## config.mk

```make
export PLATFORM = sky130hd
export DESIGN_NAME = psud_ctrl
export DESIGN_NICKNAME = d
export VERILOG_FILES = /design/src/hw/rtl/psud_pkg.sv /design/src/hw/rtl/psud_ctrl.sv
export SDC_FILE = /design/constraint.sdc
export NUM_CORES = 1
export LEC_CHECK = 0
export ABC_CLOCK_PERIOD_IN_PS = 3090
export BUFFER_PORTS_ARGS = -buffer_cell sky130_fd_sc_hd__buf_2
export CAP_MARGIN = 10
export CORE_AREA = 2 2 41 43
export DETAILED_ROUTE_END_ITERATION = 10
export DIE_AREA = 0 0 43 45
export PLACE_DENSITY = 0.81
export SYNTH_ARGS = -nofsm -noshare
export SYNTH_HDL_FRONTEND = slang
export SYNTH_SLANG_ARGS = --single-unit
```

## constraint.sdc

```tcl
create_clock -name clk -period 3.09 [get_ports clk]
set_input_delay 0.7725 -clock clk [delete_from_list [all_inputs] [get_ports clk]]
set_output_delay 0.7725 -clock clk [all_outputs]
set_load 0.02 [all_outputs]
```

## src/hw/rtl/psud_pkg.sv

```systemverilog
// psud_pkg: shared types, codes and constants of the response deframer
package psud_pkg;

  // fixed frame constants
  localparam logic [7:0] SYNC_BYTE    = 8'h55;
  localparam logic [7:0] SYNC2_BYTE   = 8'hAA;
  localparam logic [7:0] NACK_BYTE    = 8'hF5;
  localparam logic [7:0] REQ_LEN_BYTE = 8'h04;
  localparam int         REQ_COUNT    = 6;
  localparam int         STORE_DEPTH  = 58;
  localparam int         ST_AW        = $clog2(STORE_DEPTH);
  localparam int         FRAME_MIN    = 6;
  localparam int         FRAME_OVH    = 6;
  localparam int         LEN_ADD      = 2;
  localparam int         CK_TAIL      = 2;
  localparam int         ECHO_POS     = 3;
  localparam int         PAY_OFS      = 4;

  // reset values of the settings
  localparam logic [5:0] CAP_RESET    = 6'd16;
  localparam logic [7:0] LIMIT_RESET  = 8'd128;

  // settings port
  localparam int                    CFG_IDX_W    = 1;
  localparam int                    CFG_DW       = 8;
  localparam logic [CFG_IDX_W-1:0]  CFG_PAY_CAP  = 1'b0;
  localparam logic [CFG_IDX_W-1:0]  CFG_SYNC_LIM = 1'b1;

  // input commands
  typedef enum logic [1:0] {
    CMD_START    = 2'd0,
    CMD_RX       = 2'd1,
    CMD_DEADLINE = 2'd2,
    CMD_BUSERR   = 2'd3
  } cmd_code_t;

  // result kinds
  typedef enum logic [1:0] {
    KIND_REQ  = 2'd0,
    KIND_PAY  = 2'd1,
    KIND_STAT = 2'd2
  } kind_t;

  // status codes
  typedef enum logic [3:0] {
    STS_OK        = 4'd0,
    STS_NACK      = 4'd1,
    STS_NO_SYNC   = 4'd2,
    STS_BAD_AA    = 4'd3,
    STS_BAD_LEN   = 4'd4,
    STS_CMD_MIS   = 4'd5,
    STS_CHECKSUM  = 4'd6,
    STS_TOO_LARGE = 4'd7,
    STS_DEADLINE  = 4'd8,
    STS_BUS_ERR   = 4'd9
  } status_t;

  // controller to datapath
  typedef struct packed {
    logic    start;
    logic    count_sync;
    logic    load_len;
    logic    body_byte;
    logic    set_stat;
    status_t stat;
    logic    emit_clear;
    logic    emit_step;
    logic    out_load;
    kind_t   out_kind;
  } dp_cmd_t;

  // datapath to controller
  typedef struct packed {
    logic is_nack;
    logic is_sync;
    logic is_sync2;
    logic hunt_exhausted;
    logic len_bad;
    logic body_final;
    logic cmd_mismatch;
    logic cksum_bad;
    logic too_large;
    logic len_zero;
    logic req_done;
    logic pay_done;
  } dp_sts_t;

endpackage

```

## src/hw/rtl/psud_ctrl.sv

```systemverilog
// psud_ctrl: frame phase and result sequencing state machine
module psud_ctrl import psud_pkg::*; (
  input  logic       clk,
  input  logic       rst_n,
  input  logic       in_valid,
  output logic       in_ready,
  input  logic [1:0] in_cmd,
  output logic       out_valid,
  input  logic       out_ready,
  output dp_cmd_t    dp_cmd,
  input  dp_sts_t    dp_sts
);

  typedef enum logic [2:0] {
    S_IDLE, S_HUNT, S_AA, S_LEN, S_BODY, S_REQ, S_PAY, S_STAT
  } state_t;

  state_t    state_r, state_nxt;
  logic      out_valid_r, out_valid_nxt;
  logic      slot_free;
  logic      in_fire;
  logic      fail;
  status_t   fail_code;
  cmd_code_t cmd_c;

  assign cmd_c     = cmd_code_t'(in_cmd);
  assign slot_free = !out_valid_r || out_ready;
  assign in_ready  = (state_r inside {S_IDLE, S_HUNT, S_AA, S_LEN, S_BODY});
  assign in_fire   = in_valid && in_ready;
  assign out_valid = out_valid_r;

  // next state and datapath commands
  always_comb begin
    state_nxt     = state_r;
    out_valid_nxt = out_valid_r && !out_ready;
    dp_cmd        = '0;
    fail          = 1'b0;
    fail_code     = STS_OK;
    unique case (state_r)
      S_IDLE, S_HUNT, S_AA, S_LEN, S_BODY: begin
        if (in_fire) begin
          if (cmd_c == CMD_START) begin
            dp_cmd.start      = 1'b1;
            dp_cmd.emit_clear = 1'b1;
            state_nxt         = S_REQ;
          end else if (state_r == S_IDLE) begin
            state_nxt = S_IDLE;
          end else if (cmd_c == CMD_DEADLINE) begin
            fail      = 1'b1;
            fail_code = STS_DEADLINE;
          end else if (cmd_c == CMD_BUSERR) begin
            fail      = 1'b1;
            fail_code = STS_BUS_ERR;
          end else begin
            case (state_r)
              S_HUNT: begin
                if (dp_sts.hunt_exhausted) begin
                  fail      = 1'b1;
                  fail_code = STS_NO_SYNC;
                end else begin
                  dp_cmd.count_sync = 1'b1;
                  if (dp_sts.is_nack) begin
                    fail      = 1'b1;
                    fail_code = STS_NACK;
                  end else if (dp_sts.is_sync) begin
                    state_nxt = S_AA;
                  end
                end
              end
              S_AA: begin
                if (!dp_sts.is_sync2) begin
                  fail      = 1'b1;
                  fail_code = STS_BAD_AA;
                end else begin
                  state_nxt = S_LEN;
                end
              end
              S_LEN: begin
                if (dp_sts.len_bad) begin
                  fail      = 1'b1;
                  fail_code = STS_BAD_LEN;
                end else begin
                  dp_cmd.load_len = 1'b1;
                  state_nxt       = S_BODY;
                end
              end
              default: begin
                // body bytes, then the three final checks
                if (!dp_sts.body_final) begin
                  dp_cmd.body_byte = 1'b1;
                end else if (dp_sts.cmd_mismatch) begin
                  fail      = 1'b1;
                  fail_code = STS_CMD_MIS;
                end else if (dp_sts.cksum_bad) begin
                  fail      = 1'b1;
                  fail_code = STS_CHECKSUM;
                end else if (dp_sts.too_large) begin
                  fail      = 1'b1;
                  fail_code = STS_TOO_LARGE;
                end else begin
                  dp_cmd.set_stat   = 1'b1;
                  dp_cmd.stat       = STS_OK;
                  dp_cmd.emit_clear = 1'b1;
                  state_nxt         = dp_sts.len_zero ? S_STAT : S_PAY;
                end
              end
            endcase
          end
        end
      end
      S_REQ: begin
        if (slot_free) begin
          dp_cmd.out_load  = 1'b1;
          dp_cmd.out_kind  = KIND_REQ;
          dp_cmd.emit_step = 1'b1;
          if (dp_sts.req_done) begin
            state_nxt = S_HUNT;
          end
        end
      end
      S_PAY: begin
        if (slot_free) begin
          dp_cmd.out_load  = 1'b1;
          dp_cmd.out_kind  = KIND_PAY;
          dp_cmd.emit_step = 1'b1;
          if (dp_sts.pay_done) begin
            state_nxt = S_STAT;
          end
        end
      end
      S_STAT: begin
        if (slot_free) begin
          dp_cmd.out_load = 1'b1;
          dp_cmd.out_kind = KIND_STAT;
          state_nxt       = S_IDLE;
        end
      end
      default: begin
        state_nxt = S_IDLE;
      end
    endcase
    // any failure leaves one status word
    if (fail) begin
      dp_cmd.set_stat = 1'b1;
      dp_cmd.stat     = fail_code;
      state_nxt       = S_STAT;
    end
    if (dp_cmd.out_load) begin
      out_valid_nxt = 1'b1;
    end
  end

  // state and output valid
  always_ff @(posedge clk) begin
    if (!rst_n) begin
      state_r     <= S_IDLE;
      out_valid_r <= 1'b0;
    end else begin
      state_r     <= state_nxt;
      out_valid_r <= out_valid_nxt;
    end
  end

endmodule

```

==> impl_metrics.yaml <==
run:
  drv_cap: 0
clock_network:
  clkTransAtPathRegs_ns: 0.05
  cts_setup_buffers: 0
  cts_resized: 0
  cts_buffer_depth: 2
  clock_sinks: 4
  clk_latency_ns: 0.25
  cts_tree: "done"
  cts_buffers: 3
  htree_num_levels: 1
  cts_hold_buf: 0
  cts-root-buf: "clkbuf_4"
pwr:
  switching_share_pct: 49.6
  power_frac_comb_pct: 59.2
  powerDensity_nw_per_um2: 574
  leakage_nw: 0.386
  power_switching_uw: 245
  sequentialPowerShare_pct: 26.4
  clkPwrFrac_pct: 14.3
  p_int_uw: 248
  power_uw: 493
  ir_worst_vdd_uv: 259
route:
  dr.first_iter.drc_count: 28
  via_per_inst: 5.78
  finalWirelength_um: 1830
  routedWlPerCell_um: 12.6
  ant_nets: 0
  drt_pass1_iterations: 4
  drcViolationCount: 0
  vias: 838
critical_path:
  crit_path_end_kind: "output port"
  critPathMaxStageDelay_ns: 0.43
  path_buf_inv: 1
  critPathArrivalTime_ns: 2.16
  cp_max_fo: 12
  crit_chain: "o21ai_1 -> o2111ai_1 -> a31o_2 -> nand3b_1 -> a21oi_1 -> buf_2"
  cp_top_family: "compound AO/OA/AOI/OAI gates"
  cp_data_required_time_ns: 2.32
  startpoint_type: "flop"
  critPathSlowestCell: "dfxtp_1"
  critPathKind: "reg2out"
synth:
  yosysSeqAreaShare_pct: 11.6
  ys_top_cells_by_area: "dfxtp_1, a21oi_1, buf_6, nor2_1, a221oi_4"
  avgSynthCellArea_sq_um: 7.06
  synth.distinct_cells: 42
  synth_top_cell_by_area: "dfxtp_1"
  synth_ff_type: "dfxtp_1"
  synthCells: 98
  async_reset_ff_share_pct: 0
  ys_warn_count: 0
  ys_seq_elements: 4
  synth_edf_count: 0
  syn-num-nets: 116
  synth_area_sq_um: 692
  netlist.area_leader.share_pct: 11.6
final_layout:
  layout.nets: 149
  final_cell_mix: "buf_2, nor2_1, a21oi_1, inv_1, nand2_1"
  layout_commonest_cell: "buf_2"
  final_layout_size_suffix_gt1_share_pct: 37.2
  syn_to_final_growth_pct: 24.1
  fillers: 148
  diodes: 0
  final_cell_area_sq_um: 858
  final_util_pct: 58.3
global_route:
  grt_overflow_total: 0
  grt_usage_pct: 20.8
  antenna_found_initial: 0
  grt_pass1_wl_um: 3130
  grt_pass1_vias: 687
  grt_start_max_net_pins: 22
place:
  io_buffers: 33
  hpwl_um: 1450
  gp_congestion: 0.913
  dpl-instance-area_sq_um: 833
min_path:
  min_path_type: "reg2reg"
sta:
  finalCritPeriodShare_pct: 95.0
  fin_setup_tns_ns: 0
  worst_slew_pin_slew_ns: 0.406
  max_freq_ghz: 0.341
  hold_ws_ns: 0.587
  finalSetupViolCount: 0
  rsz0062_at_grt: "false"
  slew_headroom_pct: 72.7
  fin_worst_skew_ns: 0.0128
  hold_violations: 0
  slew_violations: 0
  min_period_ns: 2.93
die:
  num_rows: 14
  die_height_um: 45
  die_w_um: 43
  io-pin-count: 34
  start_util_pct: 47.0
  die_area_sq_um: 1940
  coreArea_sq_um: 1470
status:
  status: "finished, final reports clean"
==> sequential cells by signal, summed over array words and instances, names as in the netlist <==
register   count
out_valid      1
state_r        3
==> area by class of cell <==
| cell class | count | area (sq um) | area share, % |
|---|---|---|---|
| tap | 16 | 20.0 | 2.33 |
| timing repair buffer | 35 | 180 | 21.0 |
| inverter | 7 | 26.3 | 3.06 |
| multi-input combinational | 80 | 527 | 61.4 |
| clock buffer | 3 | 22.5 | 2.62 |
| sequential | 4 | 82.6 | 9.62 |
==> cells in the mapped netlist (3+ instances only) <==
cell     number
nor2_1       11
a21oi_1       9
inv_1         7
nand2_1       6
o21ai_0       5
buf_6         4
dfxtp_1       4
nor3_1        4
a31oi_1       3
nand3_1       3
o21ai_1       3
or3_1         3
==> path summary, 6_finish.rpt <==
kind | startpoint | slack [ns] | cells after the start | end
worst min-delay path | out_valid | 0.59 | 2 | out_valid
worst max register to register | state_r[0] | 1.20 | 5 | state_r[1]
worst max-delay path | state_r[0] | 0.16 | 6 | dp_cmd[6]
worst min register to register | out_valid | 0.59 | 2 | out_valid
==> power by group through the flow <==
stage               combinational (mW)  clock [mW]  sequential, mW
global route                     0.327      0.0740           0.139
detailed placement               0.290           0           0.128
finish                           0.292      0.0706           0.130
floorplan                        0.284           0          0.0837
CTS                              0.291      0.0696           0.127
global placement                 0.286           0           0.128
==> stage by stage <==
step | worst slack (ns) | instances
final | 0.155 | 145
after global routing | 0.0403 | 145
after CTS | 0.0890 | 145
after detailed placement | 0.223 | 142
after global placement | 0.351 | 142
after floorplan | 0.323 | 98
==> worst register-to-register path, delay by kind of cell, from the launching register on <==
kind	cells	cell delay (ns)
AND/OR/NAND/NOR	2	0.52
AO/OA/AOI/OAI	3	0.70
flip-flops	1	0.57
==> per-layer routing <==
layer	vias to the layer above	share of wire [%]	GRT usage, %
li1	431	-	-
met2	36	49	34.2
met3	2	7.0	1.60
met1	369	42	29.0
met5	-	0	0
met4	0	1.6	7.27
==> cell families after synthesis <==
| logic type | after synthesis | share of synthesized area (%) |
|---|---|---|
| AOI/OAI and AO/OA | 34 | 36.2 |
| DFF | 4 | 11.6 |
| buffers and inverters | 14 | 12.3 |
| muxes | 2 | 3.07 |
| and+or+nand+nor | 44 | 36.9 |
(Power assumes the default switching activity.)
