--- config.mk ---
export PLATFORM = sky130hd
export DESIGN_NAME = psud_dp
export DESIGN_NICKNAME = d
export VERILOG_FILES = /design/src/hw/rtl/psud_pkg.sv /design/src/hw/rtl/psud_dp.sv
export SDC_FILE = /design/constraint.sdc
export NUM_CORES = 1
export LEC_CHECK = 0
export BUFFER_PORTS_ARGS = -buffer_cell sky130_fd_sc_hd__buf_2
export CORE_AREA = 2 2 249 251
export DETAILED_ROUTE_END_ITERATION = 10
export DIE_AREA = 0 0 251 253
export GPL_ROUTABILITY_DRIVEN = 1
export PLACE_DENSITY_LB_ADDON = 0.2
export SLEW_MARGIN = 15
export SYNTH_ARGS = -nofsm -noshare
export SYNTH_HDL_FRONTEND = slang
export SYNTH_SLANG_ARGS = --single-unit
export TNS_END_PERCENT = 5
--- constraint.sdc ---
create_clock -name clk -period 4.3 [get_ports clk]
set_input_delay 0.86 -clock clk [delete_from_list [all_inputs] [get_ports clk]]
set_output_delay 0.86 -clock clk [all_outputs]
set_load 0.02 [all_outputs]
--- src/hw/rtl/psud_pkg.sv ---
// psud_pkg: shared types, codes and constants of the response deframer
package psud_pkg;

  // fixed frame constants
  localparam logic [7:0] SYNC_BYTE    = 8'h55;
  localparam logic [7:0] SYNC2_BYTE   = 8'hAA;
  localparam logic [7:0] NACK_BYTE    = 8'hF5;
  localparam logic [7:0] REQ_LEN_BYTE = 8'h04;
  localparam int         REQ_COUNT    = 6;
  localparam int         STORE_DEPTH  = 58;
  localparam int         ST_AW        = $clog2(STORE_DEPTH);
  localparam int         FRAME_MIN    = 6;
  localparam int         FRAME_OVH    = 6;
  localparam int         LEN_ADD      = 2;
  localparam int         CK_TAIL      = 2;
  localparam int         ECHO_POS     = 3;
  localparam int         PAY_OFS      = 4;

  // reset values of the settings
  localparam logic [5:0] CAP_RESET    = 6'd16;
  localparam logic [7:0] LIMIT_RESET  = 8'd128;

  // settings port
  localparam int                    CFG_IDX_W    = 1;
  localparam int                    CFG_DW       = 8;
  localparam logic [CFG_IDX_W-1:0]  CFG_PAY_CAP  = 1'b0;
  localparam logic [CFG_IDX_W-1:0]  CFG_SYNC_LIM = 1'b1;

  // input commands
  typedef enum logic [1:0] {
    CMD_START    = 2'd0,
    CMD_RX       = 2'd1,
    CMD_DEADLINE = 2'd2,
    CMD_BUSERR   = 2'd3
  } cmd_code_t;

  // result kinds
  typedef enum logic [1:0] {
    KIND_REQ  = 2'd0,
    KIND_PAY  = 2'd1,
    KIND_STAT = 2'd2
  } kind_t;

  // status codes
  typedef enum logic [3:0] {
    STS_OK        = 4'd0,
    STS_NACK      = 4'd1,
    STS_NO_SYNC   = 4'd2,
    STS_BAD_AA    = 4'd3,
    STS_BAD_LEN   = 4'd4,
    STS_CMD_MIS   = 4'd5,
    STS_CHECKSUM  = 4'd6,
    STS_TOO_LARGE = 4'd7,
    STS_DEADLINE  = 4'd8,
    STS_BUS_ERR   = 4'd9
  } status_t;

  // controller to datapath
  typedef struct packed {
    logic    start;
    logic    count_sync;
    logic    load_len;
    logic    body_byte;
    logic    set_stat;
    status_t stat;
    logic    emit_clear;
    logic    emit_step;
    logic    out_load;
    kind_t   out_kind;
  } dp_cmd_t;

  // datapath to controller
  typedef struct packed {
    logic is_nack;
    logic is_sync;
    logic is_sync2;
    logic hunt_exhausted;
    logic len_bad;
    logic body_final;
    logic cmd_mismatch;
    logic cksum_bad;
    logic too_large;
    logic len_zero;
    logic req_done;
    logic pay_done;
  } dp_sts_t;

endpackage

--- src/hw/rtl/psud_dp.sv ---
// psud_dp: frame registers, running sum, payload store and result register
module psud_dp import psud_pkg::*; #(
  parameter int FRAME_MAX = 64
) (
  input  logic                 clk,
  input  logic                 rst_n,
  input  logic                 cfg_we,
  input  logic [CFG_IDX_W-1:0] cfg_index,
  input  logic [CFG_DW-1:0]    cfg_wdata,
  input  logic [7:0]           in_byte,
  input  dp_cmd_t              dp_cmd,
  output dp_sts_t              dp_sts,
  output logic [1:0]           out_kind,
  output logic [7:0]           out_byte,
  output logic [3:0]           out_status,
  output logic                 out_last
);

  localparam int FLEN_W = $clog2(FRAME_MAX + 1);
  localparam int CMP_W  = (FLEN_W > 7) ? FLEN_W : 7;

  logic [5:0]       cap_r;
  logic [7:0]       limit_r;
  logic [7:0]       exp_cmd_r;
  logic [7:0]       sync_cnt_r;
  logic [FLEN_W-1:0] flen_r;
  logic [FLEN_W-1:0] bidx_r;
  logic [15:0]      sum_r;
  logic [7:0]       echo_r;
  logic [7:0]       cklo_r;
  status_t          stat_r;
  logic [ST_AW-1:0] idx_r, idx_nxt;
  logic [ST_AW-1:0] rd_addr;
  logic [7:0]       rd_data_r;
  logic [7:0]       store_mem [STORE_DEPTH];
  logic [1:0]       out_kind_r;
  logic [7:0]       out_byte_r;
  logic [3:0]       out_status_r;
  logic             out_last_r;

  logic [8:0]       n9;
  logic             is_data;
  logic             is_cklo;
  logic [CMP_W-1:0] widx;
  logic             wr_en;
  logic [CMP_W-1:0] len_wide;
  logic [5:0]       cap_eff;
  logic [7:0]       req_byte;
  logic [7:0]       ld_byte;

  // byte compares and frame position
  assign n9       = {1'b0, in_byte} + 9'(LEN_ADD);
  assign is_data  = bidx_r < (flen_r - FLEN_W'(CK_TAIL));
  assign is_cklo  = bidx_r == (flen_r - FLEN_W'(CK_TAIL));
  assign widx     = CMP_W'(bidx_r) - CMP_W'(PAY_OFS);
  assign wr_en    = dp_cmd.body_byte && is_data && (bidx_r != FLEN_W'(ECHO_POS)) &&
                    (widx < CMP_W'(STORE_DEPTH));
  assign len_wide = CMP_W'(flen_r) - CMP_W'(FRAME_OVH);
  assign cap_eff  = (cap_r > 6'(STORE_DEPTH)) ? 6'(STORE_DEPTH) : cap_r;

  always_comb begin
    dp_sts.is_nack        = in_byte == NACK_BYTE;
    dp_sts.is_sync        = in_byte == SYNC_BYTE;
    dp_sts.is_sync2       = in_byte == SYNC2_BYTE;
    dp_sts.hunt_exhausted = sync_cnt_r >= limit_r;
    dp_sts.len_bad        = (n9 < 9'(FRAME_MIN)) || (n9 > 9'(FRAME_MAX));
    dp_sts.body_final     = !is_data && !is_cklo;
    dp_sts.cmd_mismatch   = echo_r != exp_cmd_r;
    dp_sts.cksum_bad      = (cklo_r != sum_r[7:0]) || (in_byte != sum_r[15:8]);
    dp_sts.too_large      = len_wide > CMP_W'(cap_eff);
    dp_sts.len_zero       = len_wide == '0;
    dp_sts.req_done       = idx_r == ST_AW'(REQ_COUNT - 1);
    dp_sts.pay_done       = CMP_W'(idx_r + ST_AW'(1)) == len_wide;
  end

  // settings registers
  always_ff @(posedge clk) begin
    if (!rst_n) begin
      cap_r   <= CAP_RESET;
      limit_r <= LIMIT_RESET;
    end else if (cfg_we) begin
      unique case (cfg_index)
        CFG_PAY_CAP:  cap_r   <= cfg_wdata[5:0];
        CFG_SYNC_LIM: limit_r <= cfg_wdata;
      endcase
    end
  end

  // query and frame registers
  always_ff @(posedge clk) begin
    if (dp_cmd.start) begin
      exp_cmd_r  <= in_byte;
      sync_cnt_r <= '0;
    end else if (dp_cmd.count_sync) begin
      sync_cnt_r <= sync_cnt_r + 8'd1;
    end
    if (dp_cmd.load_len) begin
      flen_r <= FLEN_W'(n9);
      sum_r  <= {8'd0, in_byte};
      bidx_r <= FLEN_W'(ECHO_POS);
    end else if (dp_cmd.body_byte) begin
      if (is_data) begin
        if (bidx_r == FLEN_W'(ECHO_POS)) begin
          echo_r <= in_byte;
        end
        sum_r <= sum_r + {8'd0, in_byte};
      end else begin
        cklo_r <= in_byte;
      end
      bidx_r <= bidx_r + FLEN_W'(1);
    end
    if (dp_cmd.set_stat) begin
      stat_r <= dp_cmd.stat;
    end
  end

  // emit counter; read address runs one step ahead of the data register
  always_comb begin
    idx_nxt = idx_r;
    if (dp_cmd.emit_clear) begin
      idx_nxt = '0;
    end else if (dp_cmd.emit_step) begin
      idx_nxt = idx_r + ST_AW'(1);
    end
  end
  assign rd_addr = (idx_nxt < ST_AW'(STORE_DEPTH)) ? idx_nxt : '0;

  always_ff @(posedge clk) begin
    if (!rst_n) begin
      idx_r <= '0;
    end else begin
      idx_r <= idx_nxt;
    end
  end

  // payload store
  always_ff @(posedge clk) begin
    if (wr_en) begin
      store_mem[widx[ST_AW-1:0]] <= in_byte;
    end
    rd_data_r <= store_mem[rd_addr];
  end

  // request byte select
  always_comb begin
    case (idx_r)
      ST_AW'(0): req_byte = SYNC_BYTE;
      ST_AW'(1): req_byte = SYNC2_BYTE;
      ST_AW'(2): req_byte = REQ_LEN_BYTE;
      ST_AW'(3): req_byte = exp_cmd_r;
      ST_AW'(4): req_byte = exp_cmd_r + REQ_LEN_BYTE;
      default:   req_byte = 8'd0;
    endcase
  end

  always_comb begin
    case (dp_cmd.out_kind)
      KIND_REQ: ld_byte = req_byte;
      KIND_PAY: ld_byte = rd_data_r;
      default:  ld_byte = 8'd0;
    endcase
  end

  // result register
  always_ff @(posedge clk) begin
    if (dp_cmd.out_load) begin
      out_kind_r   <= dp_cmd.out_kind;
      out_byte_r   <= ld_byte;
      out_status_r <= (dp_cmd.out_kind == KIND_STAT) ? stat_r : STS_OK;
      out_last_r   <= (dp_cmd.out_kind == KIND_STAT) ||
                      ((dp_cmd.out_kind == KIND_REQ) && dp_sts.req_done);
    end
  end

  assign out_kind   = out_kind_r;
  assign out_byte   = out_byte_r;
  assign out_status = out_status_r;
  assign out_last   = out_last_r;

endmodule

==> out/metrics.cfg <==
[run_status]
outcome = completed

[global_route]
grt_use_met1 = 0.289
grt_util_met2 = 0.330
grt_pass1_wl_mm = 98.3
antenna_found_initial = 1
grt_max_degree = 103
top_usage_layer = met2
track_usage = 0.208
grt_pass1_vias = 15588
globalRouteMet3Util = 0.0474
grt_overflow = 0

[timing]
grt_setup_unrepaired = false
finalSetupViolCount = 0
period_share = 0.918
tns_ps = 0
slew_headroom = 0.389
worstMarginPinSlew_ps = 909
clock.fmax_mhz = 253
skew_ps = 16.9
fin_hold_ws_ps = 418
worst_slack_ps = 352
hold_viol = 0
slew_violations = 0
period_minus_slack_ps = 3950

[cts]
cts_resized = 0
clk_latency_ps = 620
numCtsBuffers = 59
cts_sinks = 573
cts-root-buf = clkbuf_16
clk_pin_slew_ps = 60
cts.htree.levels = 2
post-cts-setup-buffer-count = 0
cts_hold_buf = 0
cts_tree = yes
cts_buffer_depth = 3

[power]
leakagePower_nw = 9.97
power_mw = 12.2
ir_drop_mv = 0.262
powerDensity_mw_per_mm2 = 434

[cells_and_area]
final_common_cell = edfxtp_1
syn_to_final_growth_pct = 14.4
post-route-util = 0.461
drive_gt1_frac = 0.140
antenna_cells = 0
mostFrequentLayoutCells = 522 x edfxtp_1, 349 x nand2_1, 167 x nand3_1
layout.nets = 2135

[logic_synthesis]
synth_nets = 2019
yosysTopAreaCellShare = 0.637
syn_avg_cell_area_um2 = 12.7
syn_area_mm2 = 0.0246
async_flop_share = 0
synth-edff-count = 522
syn_inst = 1941
ys_warn_count = 0
netlist_top_cells_area = edfxtp_1 64%, nand2_1 5.3%, dfxtp_1 4.1%
synth.largest_area_cell = edfxtp_1
ys_seq_area_frac = 0.678
synth_seq_cells = 573
synthDistinctLibCells = 77
ys.flop_type = edfxtp_1

[die]
fp-row-count = 91
io_pins = 61
die_w_um = 251
start_util = 0.403
die_y_um = 253
core_mm2 = 0.0610
dieArea_mm2 = 0.0635

[placement]
post-place-ws_ps = 369
io_buffers = 60
hpwl_mm = 42.0
gp_congestion = 0.862

[worst_setup_path]
required_ps = 3440
critPathKind = flip-flop to output pin
cp-start-kind = flip-flop
crit_path_end_kind = output pin
arrival_ps = 3090
path_max_fanout = 8

[detailed_routing]
num_vias = 15884
drc = 0
firstDrtPassIters = 7
ant_nets = 0
wl_per_cell_um = 22.9
drt_iter0_markers = 1498
wl_mm = 66.3
viasPerCell = 5.49

[run]
cap_violations = 0

[hold_path]
hold_path_class = input port to flip-flop

==> layout make-up <==
| type | instances | area [µm²] |
|---|---|---|
| fillers | 5484 | 32900 |
| flip-flops and latches | 573 | 16700 |
| multi-input cells | 1228 | 7350 |
| clock buffers | 65 | 1500 |
| repair buffers | 163 | 1110 |
| well taps | 790 | 988 |
| clock inverters | 43 | 393 |
| inverters | 32 | 120 |
==> logic make-up (layout without fill, tap and decap cells) <==
| logic type | after synthesis | in the layout | synth area share |
|---|---|---|---|
| muxes | 68 | 68 | 0.0327 |
| buffers and inverters | 140 | 303 | 0.0247 |
| xor gates and xnor gates | 70 | 70 | 0.0249 |
| and+or+nand+nor | 771 | 771 | 0.141 |
| DFF | 573 | 573 | 0.678 |
| AOI/OAI and AO/OA | 275 | 275 | 0.0761 |
| adders and majority gates | 44 | 44 | 0.0227 |
==> registers in the layout, indices dropped and copies added (netlist names) <==
| name | count |
|---|---|
| store_mem | 464 |
| sum_r | 16 |
| cklo_r | 8 |
| echo_r | 8 |
| exp_cmd_r | 8 |
| limit_r | 8 |
| out_byte | 8 |
| rd_data_r | 8 |
| sync_cnt_r | 8 |
| bidx_r | 7 |
| flen_r | 7 |
| cap_r | 6 |
| idx_r | 6 |
| out_status | 4 |
| stat_r | 4 |
| out_kind | 2 |
| out_last | 1 |
==> per-stage QoR <==
| step | cells | area (µm²) |
|---|---|---|
| 5_1_grt | 2894 | 28200 |
| 3_3_place_gp | 2786 | 26300 |
| 4_1_cts | 2894 | 28200 |
| 3_5_place_dp | 2786 | 26300 |
| 2_1_floorplan | 1941 | 24600 |
| 6_report | 2894 | 28200 |
==> where the power goes <==
group	internal [mW]	switching [mW]	total, mW
logic	0.305	0.630	0.935
clock network	2.92	2.14	5.07
registers	6.16	0.0692	6.23
==> synthesized netlist by cell type, types with 5 or more instances <==
library cell    n
and3_1          9
or3_1          11
dfxtp_1        51
o221ai_1        8
buf_4           8
xnor2_1        27
nand4_1        15
a2bb2oi_1      12
o22ai_1        12
nand3_1       167
nor3_1         36
nor2_1        109
a21boi_0       10
mux2i_1        42
mux4_2          8
a221o_1         5
a311oi_1        7
a31oi_1        10
a221oi_1       18
mux2_2         17
xor2_1         43
a21o_1          7
and2_1         11
o22a_1          6
o21ai_0        56
ha_1           43
a21oi_1        71
buf_2          36
a32o_1          5
nand2b_1       10
nor2b_1        17
o21a_1          5
nor4_1         15
edfxtp_1      522
buf_1           9
inv_1          32
nand2_1       349
clkbuf_1       54
==> metal layers <==
| metal | wire (µm) | up-vias |
|---|---|---|
| li1 | - | 7423 |
| met1 | 29500 | 7862 |
| met2 | 30700 | 506 |
| met3 | 4680 | 93 |
| met4 | 1470 | 0 |
| met5 | 0 | - |
==> critical path, stage by stage, from the launching register on <==
cell,delay [ps]
edfxtp_1,520
ha_1,290
nor3_1,230
xor2_1,500
xnor2_1,180
a31oi_1,100
o22ai_1,160
a21oi_1,100
nor3_1,200
buf_2,210
==> worst paths after layout <==
check	depth (start not counted)	from	to	slack, ps
max	9	flen_r[1]$_DFFE_PP_	dp_sts[0]	350
min	1	dp_cmd[7]	stat_r[2]$_DFFE_PP_	420
max reg2reg	12	flen_r[4]$_DFFE_PP_	store_mem[36][7]$_DFFE_PP_	420
min reg2reg	2	limit_r[2]$_SDFFE_PN0P_	limit_r[2]$_SDFFE_PN0P_	470
(Power assumes the default switching activity.)
